$ cat src/hdl/flrs_pkg.sv
// ----------------------------------------------------------------------------
// flrs_pkg
// Shared types and constants for the fixed-latency request slot model.
// ----------------------------------------------------------------------------
`default_nettype none

package flrs_pkg;

	localparam int SLOTS_DEF       = 4;
	localparam int QUEUE_DEPTH_DEF = 16;

	localparam int LAT_W  = 16;
	localparam int CD_W   = 17;
	localparam int ADDR_W = 64;
	localparam int TAG_W  = 8;
	localparam int OP_W   = 3;
	localparam int CFG_IDX_W = 1;

	// Request opcodes on the input channel
	typedef enum logic [OP_W-1:0] {
		OP_TICK     = 3'd0,
		OP_READ     = 3'd1,
		OP_WRITE    = 3'd2,
		OP_ALLOC    = 3'd3,
		OP_PREFETCH = 3'd4
	} op_e;

	// Request type as carried in the queue and reported
	typedef enum logic [1:0] {
		RT_READ     = 2'd0,
		RT_WRITE    = 2'd1,
		RT_ALLOC    = 2'd2,
		RT_PREFETCH = 2'd3
	} req_type_e;

	typedef enum logic {
		KIND_DONE = 1'b0,
		KIND_DROP = 1'b1
	} kind_e;

	// Configuration register indexes
	localparam logic [CFG_IDX_W-1:0] CFG_ACCESS_LAT  = 1'b0;
	localparam logic [CFG_IDX_W-1:0] CFG_WRITE_EXTRA = 1'b1;

	typedef struct packed {
		logic [ADDR_W-1:0] address;
		logic [TAG_W-1:0]  tag;
		req_type_e         rtype;
	} req_t;

	typedef struct packed {
		kind_e kind;
		req_t  req;
	} result_t;

	typedef struct packed {
		logic [CD_W-1:0] countdown;
		req_t            req;
	} slot_entry_t;

	// Commands to the result buffer
	typedef enum logic [1:0] {
		BUF_NONE   = 2'd0,
		BUF_DIRECT = 2'd1,
		BUF_HOLD   = 2'd2,
		BUF_FLUSH  = 2'd3
	} buf_cmd_e;

	typedef struct packed {
		buf_cmd_e cmd;
		result_t  item;
	} buf_req_t;

	typedef struct packed {
		logic ready;
		logic out_free;
	} buf_status_t;

endpackage

`default_nettype wire

$ cat src/hdl/flrs_ram.sv
// ----------------------------------------------------------------------------
// flrs_ram
// Generic single-write, single-read RAM with a registered read port.
// ----------------------------------------------------------------------------
`default_nettype none

module flrs_ram #(
	parameter int WIDTH = 8,
	parameter int DEPTH = 16,
	localparam int AW = (DEPTH > 1) ? $clog2(DEPTH) : 1
) (
	input  wire logic             clk,
	input  wire logic             we,
	input  wire logic [AW-1:0]    waddr,
	input  wire logic [WIDTH-1:0] wdata,
	input  wire logic [AW-1:0]    raddr,
	output logic      [WIDTH-1:0] rdata
);

	logic [WIDTH-1:0] mem [DEPTH];

	// Write port and registered read port
	always_ff @(posedge clk) begin
		if (we) begin
			mem[waddr] <= wdata;
		end
		rdata <= mem[raddr];
	end

endmodule

`default_nettype wire

$ cat src/hdl/flrs_result_buffer.sv
// ----------------------------------------------------------------------------
// flrs_result_buffer
// Output register plus one holding stage, so that the final report of a tick
// can be marked last once the sweep over the slots has ended.
// ----------------------------------------------------------------------------
`default_nettype none

module flrs_result_buffer
	import flrs_pkg::*;
(
	input  wire logic        clk,
	input  wire logic        arst_n,
	input  wire buf_req_t    breq,
	output buf_status_t      bstat,
	output logic             out_valid,
	input  wire logic        out_stall,
	output result_t          out_item,
	output logic             out_last
);

	logic    out_valid_q;
	logic    hold_valid_q;
	result_t hold_q;
	result_t out_item_q;
	logic    out_last_q;

	logic out_free;
	logic load_out;
	logic from_hold;
	logic last_d;
	logic load_hold;
	logic clr_hold;
	logic ready_d;

	assign out_free = !out_valid_q || !out_stall;

	// Decode the command into register loads
	always_comb begin
		load_out  = 1'b0;
		from_hold = 1'b0;
		last_d    = 1'b0;
		load_hold = 1'b0;
		clr_hold  = 1'b0;
		ready_d   = 1'b1;
		case (breq.cmd)
			BUF_NONE: begin
				ready_d = 1'b1;
			end
			BUF_DIRECT: begin
				ready_d  = out_free;
				load_out = out_free;
				last_d   = 1'b1;
			end
			BUF_HOLD: begin
				ready_d = out_free || !hold_valid_q;
				if (hold_valid_q) begin
					load_out  = out_free;
					from_hold = 1'b1;
					load_hold = out_free;
				end else begin
					load_hold = 1'b1;
				end
			end
			BUF_FLUSH: begin
				ready_d = out_free || !hold_valid_q;
				if (hold_valid_q && out_free) begin
					load_out  = 1'b1;
					from_hold = 1'b1;
					last_d    = 1'b1;
					clr_hold  = 1'b1;
				end
			end
			default: begin
				ready_d = 1'b1;
			end
		endcase
	end

	assign bstat.ready    = ready_d;
	assign bstat.out_free = out_free;

	// Hold the valid flags
	always_ff @(posedge clk or negedge arst_n) begin
		if (!arst_n) begin
			out_valid_q  <= 1'b0;
			hold_valid_q <= 1'b0;
		end else begin
			if (load_out) begin
				out_valid_q <= 1'b1;
			end else if (!out_stall) begin
				out_valid_q <= 1'b0;
			end
			if (load_hold) begin
				hold_valid_q <= 1'b1;
			end else if (clr_hold) begin
				hold_valid_q <= 1'b0;
			end
		end
	end

	// Advance the payload
	always_ff @(posedge clk) begin
		if (load_out) begin
			out_item_q <= from_hold ? hold_q : breq.item;
			out_last_q <= last_d;
		end
		if (load_hold) begin
			hold_q <= breq.item;
		end
	end

	assign out_valid = out_valid_q;
	assign out_item  = out_item_q;
	assign out_last  = out_last_q;

	a_direct_empty_hold: assert property (@(posedge clk) disable iff (!arst_n)
		(breq.cmd == BUF_DIRECT) |-> !hold_valid_q)
		else $error("drop report while a completion is still held");

	a_flush_clears: assert property (@(posedge clk) disable iff (!arst_n)
		(breq.cmd == BUF_FLUSH && bstat.ready) |=> !hold_valid_q)
		else $error("held report survived the flush");

	a_hold_kept: assert property (@(posedge clk) disable iff (!arst_n)
		(hold_valid_q && breq.cmd == BUF_HOLD && !out_free) |=> hold_valid_q)
		else $error("held report lost while the output was blocked");

endmodule

`default_nettype wire

$ cat src/hdl/fixed_latency_request_slots.sv
// ----------------------------------------------------------------------------
// fixed_latency_request_slots
// Memory timing model: requests queue in a FIFO and are serviced by a set of
// slots, each holding one request for a fixed number of ticks.
// ----------------------------------------------------------------------------
// Input channel (in_valid/in_stall) carries op, address and request_tag.
// A read, write, alloc or prefetch joins the pending queue; if the queue
// is full it is reported at once as a drop (kind 1, last 1).
// A tick (op 0) sweeps the slots in index order, each slot in a read state
// (slot and queue-head memory read) and a process state (modify and write
// back); a flush state then releases the final report. The slot memory has
// a single read port, so the sweep visits one slot at a time. Unknown
// opcodes are taken and ignored.
// Output channel (out_valid/out_stall) gives one completion or drop report
// per transfer; last marks the final report caused by one input item.
// Reports leave through an output register; completions first wait in a holding stage.
// A stall on the output holds the sweep where a report cannot be placed and
// holds in_stall high while the output register is blocked.
// Reset empties the queue and frees every slot; latency registers reset to
// zero and may be written through cfg_we/cfg_index/cfg_wdata while idle.
// ----------------------------------------------------------------------------
`default_nettype none

module fixed_latency_request_slots
	import flrs_pkg::*;
#(
	parameter int SLOTS       = SLOTS_DEF,
	parameter int QUEUE_DEPTH = QUEUE_DEPTH_DEF
) (
	input  wire logic                 clk,
	input  wire logic                 arst_n,
	input  wire logic                 cfg_we,
	input  wire logic [CFG_IDX_W-1:0] cfg_index,
	input  wire logic [LAT_W-1:0]     cfg_wdata,
	input  wire logic                 in_valid,
	output logic                      in_stall,
	input  wire logic [OP_W-1:0]      op,
	input  wire logic [ADDR_W-1:0]    address,
	input  wire logic [TAG_W-1:0]     request_tag,
	output logic                      out_valid,
	input  wire logic                 out_stall,
	output logic                      kind,
	output logic [TAG_W-1:0]          done_tag,
	output logic [ADDR_W-1:0]         done_address,
	output logic [1:0]                done_type,
	output logic                      last
);

	localparam int QIW = (QUEUE_DEPTH > 1) ? $clog2(QUEUE_DEPTH) : 1;
	localparam int QCW = $clog2(QUEUE_DEPTH + 1);
	localparam int QSW = QCW + 1;
	localparam int SIW = (SLOTS > 1) ? $clog2(SLOTS) : 1;
	localparam int REQ_W  = $bits(req_t);
	localparam int SLOT_W = $bits(slot_entry_t);

	typedef enum logic [1:0] {
		ST_IDLE  = 2'd0,
		ST_READ  = 2'd1,
		ST_PROC  = 2'd2,
		ST_FLUSH = 2'd3
	} state_t;

	state_t           state_q;
	logic [SIW-1:0]   slot_q;
	logic [SLOTS-1:0] busy_q;
	logic [QIW-1:0]   head_q;
	logic [QCW-1:0]   count_q;
	logic [LAT_W-1:0] access_lat_q;
	logic [LAT_W-1:0] write_extra_q;

	buf_req_t    breq;
	buf_status_t bstat;
	result_t     out_item;

	logic        in_xfer;
	logic        is_req;
	logic        q_full;
	logic        enqueue;
	req_t        new_req;
	logic [QSW-1:0] tail_sum;
	logic [QSW-1:0] tail_wrap;

	logic [REQ_W-1:0]  q_rdata;
	logic [SLOT_W-1:0] s_rdata;
	logic [SLOT_W-1:0] s_wdata;
	req_t              q_head;
	slot_entry_t       s_cur;
	logic              busy_cur;
	logic [CD_W-1:0]   cd_dec;
	logic [CD_W-1:0]   delay_sum;
	logic [CD_W-1:0]   delay;
	logic              completes;
	logic              takes;
	logic              advance_proc;
	logic              s_we;

	// Classify the incoming item
	always_comb begin
		case (op_e'(op))
			OP_READ, OP_WRITE, OP_ALLOC, OP_PREFETCH: is_req = 1'b1;
			default:                                  is_req = 1'b0;
		endcase
	end

	assign in_stall = (state_q != ST_IDLE) || !bstat.out_free;
	assign in_xfer  = in_valid && !in_stall;
	assign q_full   = (count_q == QCW'(QUEUE_DEPTH));
	assign enqueue  = in_xfer && is_req && !q_full;

	assign new_req.address = address;
	assign new_req.tag     = request_tag;
	assign new_req.rtype   = req_type_e'(2'(op - 3'd1));

	// Tail position: head plus count, wrapped once
	assign tail_sum  = QSW'(head_q) + QSW'(count_q);
	assign tail_wrap = (tail_sum >= QSW'(QUEUE_DEPTH)) ? tail_sum - QSW'(QUEUE_DEPTH)
		: tail_sum;

	flrs_ram #(
		.WIDTH (REQ_W),
		.DEPTH (QUEUE_DEPTH)
	) u_queue_ram (
		.clk   (clk),
		.we    (enqueue),
		.waddr (tail_wrap[QIW-1:0]),
		.wdata (new_req),
		.raddr (head_q),
		.rdata (q_rdata)
	);

	flrs_ram #(
		.WIDTH (SLOT_W),
		.DEPTH (SLOTS)
	) u_slot_ram (
		.clk   (clk),
		.we    (s_we),
		.waddr (slot_q),
		.wdata (s_wdata),
		.raddr (slot_q),
		.rdata (s_rdata)
	);

	// Modify the visited slot
	always_comb begin
		q_head    = req_t'(q_rdata);
		s_cur     = slot_entry_t'(s_rdata);
		busy_cur  = busy_q[slot_q];
		cd_dec    = s_cur.countdown - CD_W'(s_cur.countdown != '0);
		delay_sum = CD_W'(access_lat_q) +
			((q_head.rtype == RT_WRITE) ? CD_W'(write_extra_q) : '0);
		delay     = (delay_sum == '0) ? CD_W'(1) : delay_sum;
		completes = busy_cur && (cd_dec == '0);
		takes     = !busy_cur && (count_q != '0);
		s_wdata   = busy_cur ? {cd_dec, s_cur.req} : {delay, q_head};
	end

	// Drive the result buffer
	always_comb begin
		breq.cmd       = BUF_NONE;
		breq.item.kind = KIND_DONE;
		breq.item.req  = s_cur.req;
		case (state_q)
			ST_IDLE: begin
				if (in_valid && is_req && q_full) begin
					breq.cmd       = BUF_DIRECT;
					breq.item.kind = KIND_DROP;
					breq.item.req  = new_req;
				end
			end
			ST_PROC: begin
				if (completes) begin
					breq.cmd = BUF_HOLD;
				end
			end
			ST_FLUSH: begin
				breq.cmd = BUF_FLUSH;
			end
			default: begin
				breq.cmd = BUF_NONE;
			end
		endcase
	end

	assign advance_proc = (state_q == ST_PROC) && bstat.ready;
	assign s_we         = advance_proc && (busy_cur || takes);

	// Hold state, sweep position, busy flags and queue pointers
	always_ff @(posedge clk or negedge arst_n) begin
		if (!arst_n) begin
			state_q <= ST_IDLE;
			slot_q  <= '0;
			busy_q  <= '0;
			head_q  <= '0;
			count_q <= '0;
		end else begin
			case (state_q)
				ST_IDLE: begin
					if (in_xfer && op == OP_TICK) begin
						slot_q  <= '0;
						state_q <= ST_READ;
					end
					if (enqueue) begin
						count_q <= count_q + QCW'(1);
					end
				end
				ST_READ: begin
					state_q <= ST_PROC;
				end
				ST_PROC: begin
					if (advance_proc) begin
						if (completes) begin
							busy_q[slot_q] <= 1'b0;
						end else if (takes) begin
							busy_q[slot_q] <= 1'b1;
							head_q  <= (head_q == QIW'(QUEUE_DEPTH - 1)) ? '0
								: head_q + QIW'(1);
							count_q <= count_q - QCW'(1);
						end
						if (slot_q == SIW'(SLOTS - 1)) begin
							state_q <= ST_FLUSH;
						end else begin
							slot_q  <= slot_q + SIW'(1);
							state_q <= ST_READ;
						end
					end
				end
				ST_FLUSH: begin
					if (bstat.ready) begin
						state_q <= ST_IDLE;
					end
				end
				default: begin
					state_q <= ST_IDLE;
				end
			endcase
		end
	end

	// Latency registers
	always_ff @(posedge clk or negedge arst_n) begin
		if (!arst_n) begin
			access_lat_q  <= '0;
			write_extra_q <= '0;
		end else if (cfg_we) begin
			case (cfg_index)
				CFG_ACCESS_LAT:  access_lat_q  <= cfg_wdata;
				CFG_WRITE_EXTRA: write_extra_q <= cfg_wdata;
				default:         access_lat_q  <= access_lat_q;
			endcase
		end
	end

	flrs_result_buffer u_result_buffer (
		.clk       (clk),
		.arst_n    (arst_n),
		.breq      (breq),
		.bstat     (bstat),
		.out_valid (out_valid),
		.out_stall (out_stall),
		.out_item  (out_item),
		.out_last  (last)
	);

	assign kind         = out_item.kind;
	assign done_tag     = out_item.req.tag;
	assign done_address = out_item.req.address;
	assign done_type    = out_item.req.rtype;

	a_count_bound: assert property (@(posedge clk) disable iff (!arst_n)
		count_q <= QCW'(QUEUE_DEPTH))
		else $error("queue count beyond depth");

	a_tick_starts_sweep: assert property (@(posedge clk) disable iff (!arst_n)
		(in_xfer && op == OP_TICK) |=> (state_q == ST_READ && slot_q == '0))
		else $error("tick did not start the slot sweep");

	a_take_pops: assert property (@(posedge clk) disable iff (!arst_n)
		(advance_proc && takes) |=> (count_q == $past(count_q) - QCW'(1)))
		else $error("slot took a request without popping the queue");

endmodule

`default_nettype wire

$ cat config.mk
export PLATFORM = sky130hd
export DESIGN_NAME = fixed_latency_request_slots
export DESIGN_NICKNAME = d
export VERILOG_FILES = /design/src/hdl/flrs_pkg.sv /design/src/hdl/flrs_ram.sv /design/src/hdl/flrs_result_buffer.sv /design/src/hdl/fixed_latency_request_slots.sv
export SDC_FILE = /design/constraint.sdc
export NUM_CORES = 2
export LEC_CHECK = 0
export ABC_CLOCK_PERIOD_IN_PS = 31500
export BUFFER_PORTS_ARGS = -buffer_cell sky130_fd_sc_hd__clkbuf_2
export CORE_ASPECT_RATIO = 1.25
export CORE_MARGIN = 2
export CORE_UTILIZATION = 45
export DETAILED_ROUTE_END_ITERATION = 10
export HOLD_SLACK_MARGIN = 0.06
export SETUP_SLACK_MARGIN = 0.3
export SLEW_MARGIN = 20
export SYNTH_ARGS = -nofsm -noshare
export SYNTH_HDL_FRONTEND = slang
export SYNTH_SLANG_ARGS = --single-unit
$ cat constraint.sdc
create_clock -name clk -period 31.5 [get_ports clk]
set_clock_uncertainty 0.1 [all_clocks]
set_input_delay 4.725 -clock clk [delete_from_list [all_inputs] [get_ports clk]]
set_output_delay 4.725 -clock clk [all_outputs]
set_load 0.01 [all_outputs]
* After elaboration in Yosys (flattened, before gate mapping)
Memory sizes are Yosys's and may differ from the RTL's. A register that Yosys moved wholly into a read port is not among the register bits. Index checks and enable logic that the tools add are counted.
Cells by class: add/sub/neg operators 9, magnitude comparators 3, equal/unequal tests 22, muxes and demuxes 49, bitwise logic cells 5, reductions and logical operators 43
Operators by type and width (count):
- 75-bit two-way mux | 2
- 91-bit two-way mux | 1
- 76-bit two-way mux | 1
- 17-bit logical NOT | 2
- 5-bit two-way mux | 4
- 16-bit by 16-bit adder with 17-bit output | 1
- 1-bit two-way mux | 17
- 17-bit two-way mux | 1
- 17-bit nonzero test | 1
- 17-bit by 1-bit subtractor with 17-bit output | 1
- 16-bit two-way mux | 1
- 2-bit two-way mux | 8
- 4-bit two-way mux | 4
- 1-bit logical AND | 12
- 2-bit != test, second input constant | 6
- 2-bit == test, second input constant | 5
- 5-bit case mux with 2 select lines | 1
- 2-bit case mux with 4 select lines | 1
- 4-bit AND reduction | 2
- 2-bit nonzero test | 4
- 1-bit logical NOT | 7
- 4-bit by 5-bit adder with 6-bit output | 1
- 2-bit by 1-bit == test with 1-bit output, second input constant | 3
- 3-bit by 2-bit == test with 1-bit output, second input constant | 2
- 33 further kinds | 43
Word-level totals: flip-flop bits (word level) 202, memory bits (writable) 1548, bits of input ports 97, output and inout bits 78, word-level logic and storage cells 151, memories 2
Memory list:
- u_queue_ram.mem | depth 16, bits a word 74, rd ports 1, clocked after Yosys merged registers in 1, wr ports 1, line flrs_ram.sv:20 | logic [WIDTH-1:0] mem [DEPTH];
- u_slot_ram.mem | depth 4, bits a word 91, rd ports 1, clocked after Yosys merged registers in 1, wr ports 1, line flrs_ram.sv:20

* Logic depth before layout (Yosys ltp)
word-level depth 14, gate-level depth with buffers 14, depth with buffers taken out 13

* By module
A second synthesis with hierarchy kept.
Second synthesis, totals: cell total of the unflattened synthesis 3457, area, all modules 72213.0 um2
Modules (own cells, without submodules):
- flrs_ram at u_queue_ram | times used 1, cells an instance 1901, area an instance 45753.9 um2, sequential area each 37035.5 um2
- flrs_ram at u_slot_ram | times used 1, cells an instance 570, area an instance 15073.2 um2, sequential area each 12752.2 um2
- flrs_result_buffer | times used 1, cells an instance 251, area an instance 5790.6 um2, sequential area each 4584.4 um2
- fixed_latency_request_slots | times used 1, cells an instance 735, area an instance 5595.4 um2, sequential area each 1226.2 um2

* Worst setup path after synthesis
No wires, ideal clock.
path kind input to register, from in out_stall, to mem u_slot_ram.mem[0][0] (netlist bit) (enable), library setup time 0.671 ns, data arrival time 11.832 ns, required time 30.729 ns, path slack 18.897 ns, stages on the path 4, path buffers 0, path through and2_1 nand2_1 o21ai_1 nor3b_1
Between the ends: cells in the longest elaborated chain, start to end 8
RTL lines:
- start, declared | line fixed_latency_request_slots.sv:41 | input wire logic out_stall,
- 1-bit logical NOT * | line flrs_result_buffer.sv:35 | assign out_free = !out_valid_q || !out_stall;
- 1-bit logical OR * | line flrs_result_buffer.sv:35
- 1-bit logical OR | line flrs_result_buffer.sv:55, flrs_result_buffer.sv:65
- 1-bit case mux with 3 select lines * | line flrs_result_buffer.sv:45 | case (breq.cmd)
- 1-bit logical AND * | line fixed_latency_request_slots.sv:184 | assign advance_proc = (state_q == ST_PROC) && bstat.ready;
- 1-bit logical AND * | line fixed_latency_request_slots.sv:185 | assign s_we = advance_proc && (busy_cur || takes);
- 1-bit two-way mux * | line flrs_ram.sv:24 | if (we) begin
- 1-bit two-way mux (implied by the code) * | line flrs_ram.sv:25 | mem[waddr] <= wdata;
- end, declared | line flrs_ram.sv:20
Every way passes the cells marked *; elsewhere a longest branch is shown, timed or not.

* Final worst setup path
from in out_stall, to out in_stall
Between the ends: cells in the longest elaborated chain, start to end 4
RTL lines:
- 1-bit logical NOT | line flrs_result_buffer.sv:35
- 1-bit logical OR | line flrs_result_buffer.sv:35
- 1-bit logical NOT | line fixed_latency_request_slots.sv:105 | assign in_stall = (state_q != ST_IDLE) || !bstat.out_free;
- 1-bit logical OR | line fixed_latency_request_slots.sv:105
- end, declared | line fixed_latency_request_slots.sv:36 | output logic in_stall,
Every way passes these cells.

==> summary.txt <==
Min path
  – Worst min-delay path category: reg2reg

Final layout
  – Post-layout instance count excluding filler cells: 5675
  – Storage element area: 0.05562 mm²
  – Net count of the finished layout: 3572
  – Synth-to-Final Area Change: 13.41%
  – Area used by multi-input combinational logic: 0.01593 mm²
  – Proportion of layout cells with a drive suffix above 1: 34.09%
  – Number of filler cells placed in the layout: 12386

Pwr
  – Net Sw Frac: 23.52%
  – Clock network fraction of total power: 36.5%
  – Largest voltage drop on the vdd net: 0.04552 mV
  – Sw power: 1.423 mW
  – Total power per unit cell area: 74.08 mW/mm²
  – Part of the total power dissipated in sequential elements: 52.8%
  – Comb power frac: 10.7%
  – Int Pwr: 4.627 mW
  – Leakage dissipation: 25.78 nW

Logic synthesis
  – Synthesized flop and latch total: 1915
  – Ys Warns: 0
  – Main area contributors after synthesis: sky130_fd_sc_hd__edfxtp_1 (71%), sky130_fd_sc_hd__mux4_2 (14%), sky130_fd_sc_hd__dfxtp_1 (4.6%), sky130_fd_sc_hd__mux2_2 (3.2%), sky130_fd_sc_hd__dfrtp_1 (1.8%)
  – Async SR Flop Fraction: 2.663%
  – Synthesized area per cell: 22.79 µm²
  – Area share of the largest cell type after synthesis: 70.84%
  – Most used flip-flop cell after synthesis: sky130_fd_sc_hd__edfxtp_1
  – Syn Std Cell Area: 0.07202 mm²
  – Mapped Nets: 3293
  – Seq/Total Area, Yosys: 77.20%
  – Library cell with the largest summed area after synthesis: sky130_fd_sc_hd__edfxtp_1
  – EDFF count, synth: 1699
  – Count of unique library cells instantiated by Yosys: 62
  – Mapped Cells: 3160

Drt
  – Count of unresolved DRC violations after routing: 0
  – DR WL/cell: 27.61 µm
  – Vias per cell: 5.693
  – Pre-Repair DR Iteration Count: 6
  – Wirelength, routed: 156.7 mm
  – Initial drt markers: 3102
  – Total via count after detailed routing: 32307
  – Routed Antenna Nets: 0

Worst setup path
  – WP buf/inv: 2
  – Type of element launching the critical path: primary input
  – Setup Crit Path Kind: in2out
  – Cells along the critical path: clkbuf_2 -> nand2_1 -> nand2_1 -> clkbuf_2
  – Maximum net fanout on the critical path: 4
  – Worst setup EP type: output port
  – Category of cells accounting for the largest share of critical-path delay: buffers and inverters
  – Maximum cell stage delay along the critical path: 140 ps
  – CP max stage cell: sky130_fd_sc_hd__clkbuf_2
  – Critical Path RT: 26680 ps
  – Worst Path Arrival: 5180 ps

GRT
  – Met2 routing resource usage after global routing: 30.79%
  – Combined global-route utilization of all metal layers: 19.41%
  – Initial antenna violation count: 24
  – Pin count of the biggest net entering global routing: 106
  – Vias in the first global route: 33911
  – Total overflow reported by the global router: 0
  – Most congested layer reported by global routing: met2
  – Fraction of met3 tracks used by global routing: 3.620%
  – Global-route met1 utilization: 27.73%
  – Wire length of the first global-routing pass: 231.5 mm

Place
  – Cell count after placement: 5332
  – Estimated wirelength of the detail-placed design: 89.26 mm
  – Pre-CTS setup slack: 21500 ps
  – Total of buffers placed on input and output ports: 174
  – Gpl congestion: 0.7688

Outcome
  – Status: finished, final reports clean

STA
  – Count of endpoints failing setup in the final report: 0
  – Slew at the pin closest to its max-slew limit: 1097 ps
  – Final period utilization: 31.75%
  – Fmax: 99.99 MHz
  – Max-slew violation count: 0
  – Number of hold violations in the final report: 0
  – TNS Setup: 0 ps
  – Unrepaired setup endpoints after global routing: no
  – Minimum clock period after layout: 10000 ps
  – Remaining max-slew budget at the tightest pin: 26.85%
  – Worst setup slack after layout: 21500 ps

Floorplan
  – Width of the die: 361.8 µm
  – Number of top-level pins: 175
  – Area of the placeable core: 0.1594 mm²
  – DIE HEIGHT: 451.3 µm
  – Cell row count: 164
  – Starting density of the core: 45.17%
  – Area enclosed by the die boundary: 0.1633 mm²

Clocking
  – Post-CTS Resized: 0
  – Clock insertion delay at the later pin of the skew report: 820 ps
  – Hold Buf Count CTS: 0
  – Clock-pin transition on the worst setup and hold timing paths: 50 ps
  – Clk sink count: 1915
  – Clock Path Buffers: 3
  – Clock tree from TritonCTS: built
  – Number of H-tree levels: 4
  – TritonCTS Buffers: 180
  – Root Buffer: sky130_fd_sc_hd__clkbuf_16
  – Setup bufs post-CTS: 0

Job
  – Max-cap violation count: 0
[worst paths after layout]
check | endpoint | cells after the start | slack (ps) | startpoint
setup / recovery | in_stall | 4 | 21500 | out_stall
hold / removal | write_extra_q[0] | 1 | 400 | write_extra_q[0]
setup reg to reg | u_result_buffer.out_item[58] | 14 | 25690 | u_slot_ram.rdata[82]
hold reg to reg | write_extra_q[0] | 1 | 400 | write_extra_q[0]
max in group asynchronous | head_q[0] | 2 | 26830 | arst_n
min in group asynchronous | write_extra_q[3] | 2 | 3940 | arst_n
[cell families after synthesis]
logic type	Yosys count	share of synthesized area, %
multiplexers	721	18.49
buffers and inverters	164	0.9277
AO/OA/AOI/OAI	107	0.9676
AND/OR/NAND/NOR	183	1.348
adder cells (fa/ha/maj)	36	0.6567
flip-flops	1915	77.20
XOR/XNOR	34	0.4135
[synthesized netlist by cell type, drive strengths merged (22+ instances only)]
library cell and number:
buf 52, nor2 39, mux2 256, edfxtp 1699, a21oi 32, clkbuf 89
mux4 462, ha 33, inv 23, dfxtp 165, and2 22, nand2 41
o21ai 32, dfrtp 51
[power by group through the flow]
stage	logic, mW	registers, mW	clock network, mW
after floorplan	0.469	3.18	0
after global placement	0.629	3.25	0
after detailed placement	0.656	3.25	0
after CTS	0.659	3.19	2.26
after global routing	0.711	3.21	2.35
final	0.647	3.19	2.21
[layer usage]
layer  part of all wire [%]  vias to the layer above
met4                    2.1                        6
met5                  0.025                        -
met1                     44                    17390
met2                     48                      950
li1                       -                    13764
met3                    6.4                      197
[stage by stage]
step                hold slack (ps)  instance area, µm²  util [%]  total power [mW]
detailed placement            386.8               75610     47.42             3.901
finish                        400.4               81680     51.23             6.051
global route                  418.3               81670     51.23             6.272
CTS                           405.9               81670     51.22             6.113
global placement              382.4               75590     47.41             3.875
floorplan                     370.6               72020         -             3.650
[layout make-up]
| cell class | instances | share of cell area [%] |
|---|---|---|
| Clock inverter | 95 | 1.251 |
| Tap cell | 2075 | 3.178 |
| Multi-Input combinational cell | 1081 | 19.50 |
| Timing Repair Buffer | 238 | 1.690 |
| Clock buffer | 244 | 6.172 |
| Inverter | 23 | 0.1057 |
| Sequential cell | 1915 | 68.09 |
| Antenna cell | 4 | 0.01225 |
[sequential cells by signal (all words and copies together), names as in the netlist, named ones only]
name,cells
u_result_buffer.hold_q,75
access_lat_q,16
u_queue_ram.mem,1184
u_result_buffer.hold_valid_q,1
u_slot_ram.mem,364
u_result_buffer.out_valid,1
head_q,4
count_q,5
slot_q,2
u_result_buffer.out_last,1
u_result_buffer.out_item,75
u_queue_ram.rdata,74
write_extra_q,16
u_slot_ram.rdata,91
state_q,2
[layout by cell type (no fill, tap or decap), types with 7 or more instances in the layout]
cell type,instances
sky130_fd_sc_hd__edfxtp_1,1699
sky130_fd_sc_hd__nand2_1,41
sky130_fd_sc_hd__clkinv_1,23
sky130_fd_sc_hd__nor4_1,10
sky130_fd_sc_hd__xor2_1,18
sky130_fd_sc_hd__nor2_1,23
sky130_fd_sc_hd__mux4_2,461
sky130_fd_sc_hd__bufinv_16,18
sky130_fd_sc_hd__clkinvlp_4,10
sky130_fd_sc_hd__inv_1,23
sky130_fd_sc_hd__nor3_1,13
sky130_fd_sc_hd__dfrtp_1,45
sky130_fd_sc_hd__and2_1,22
sky130_fd_sc_hd__clkinv_2,29
sky130_fd_sc_hd__clkbuf_8,19
sky130_fd_sc_hd__mux2_2,207
sky130_fd_sc_hd__dfxtp_1,165
sky130_fd_sc_hd__nand2b_1,7
sky130_fd_sc_hd__ha_1,33
sky130_fd_sc_hd__nor2_4,16
sky130_fd_sc_hd__a21oi_1,32
sky130_fd_sc_hd__nand3_1,7
sky130_fd_sc_hd__o21a_1,7
sky130_fd_sc_hd__buf_4,61
sky130_fd_sc_hd__xnor2_1,16
sky130_fd_sc_hd__mux2_1,49
sky130_fd_sc_hd__clkbuf_2,174
sky130_fd_sc_hd__clkbuf_1,40
sky130_fd_sc_hd__clkbuf_16,185
sky130_fd_sc_hd__o21ai_0,28
Note: power is estimated with default switching activity, not from simulation.
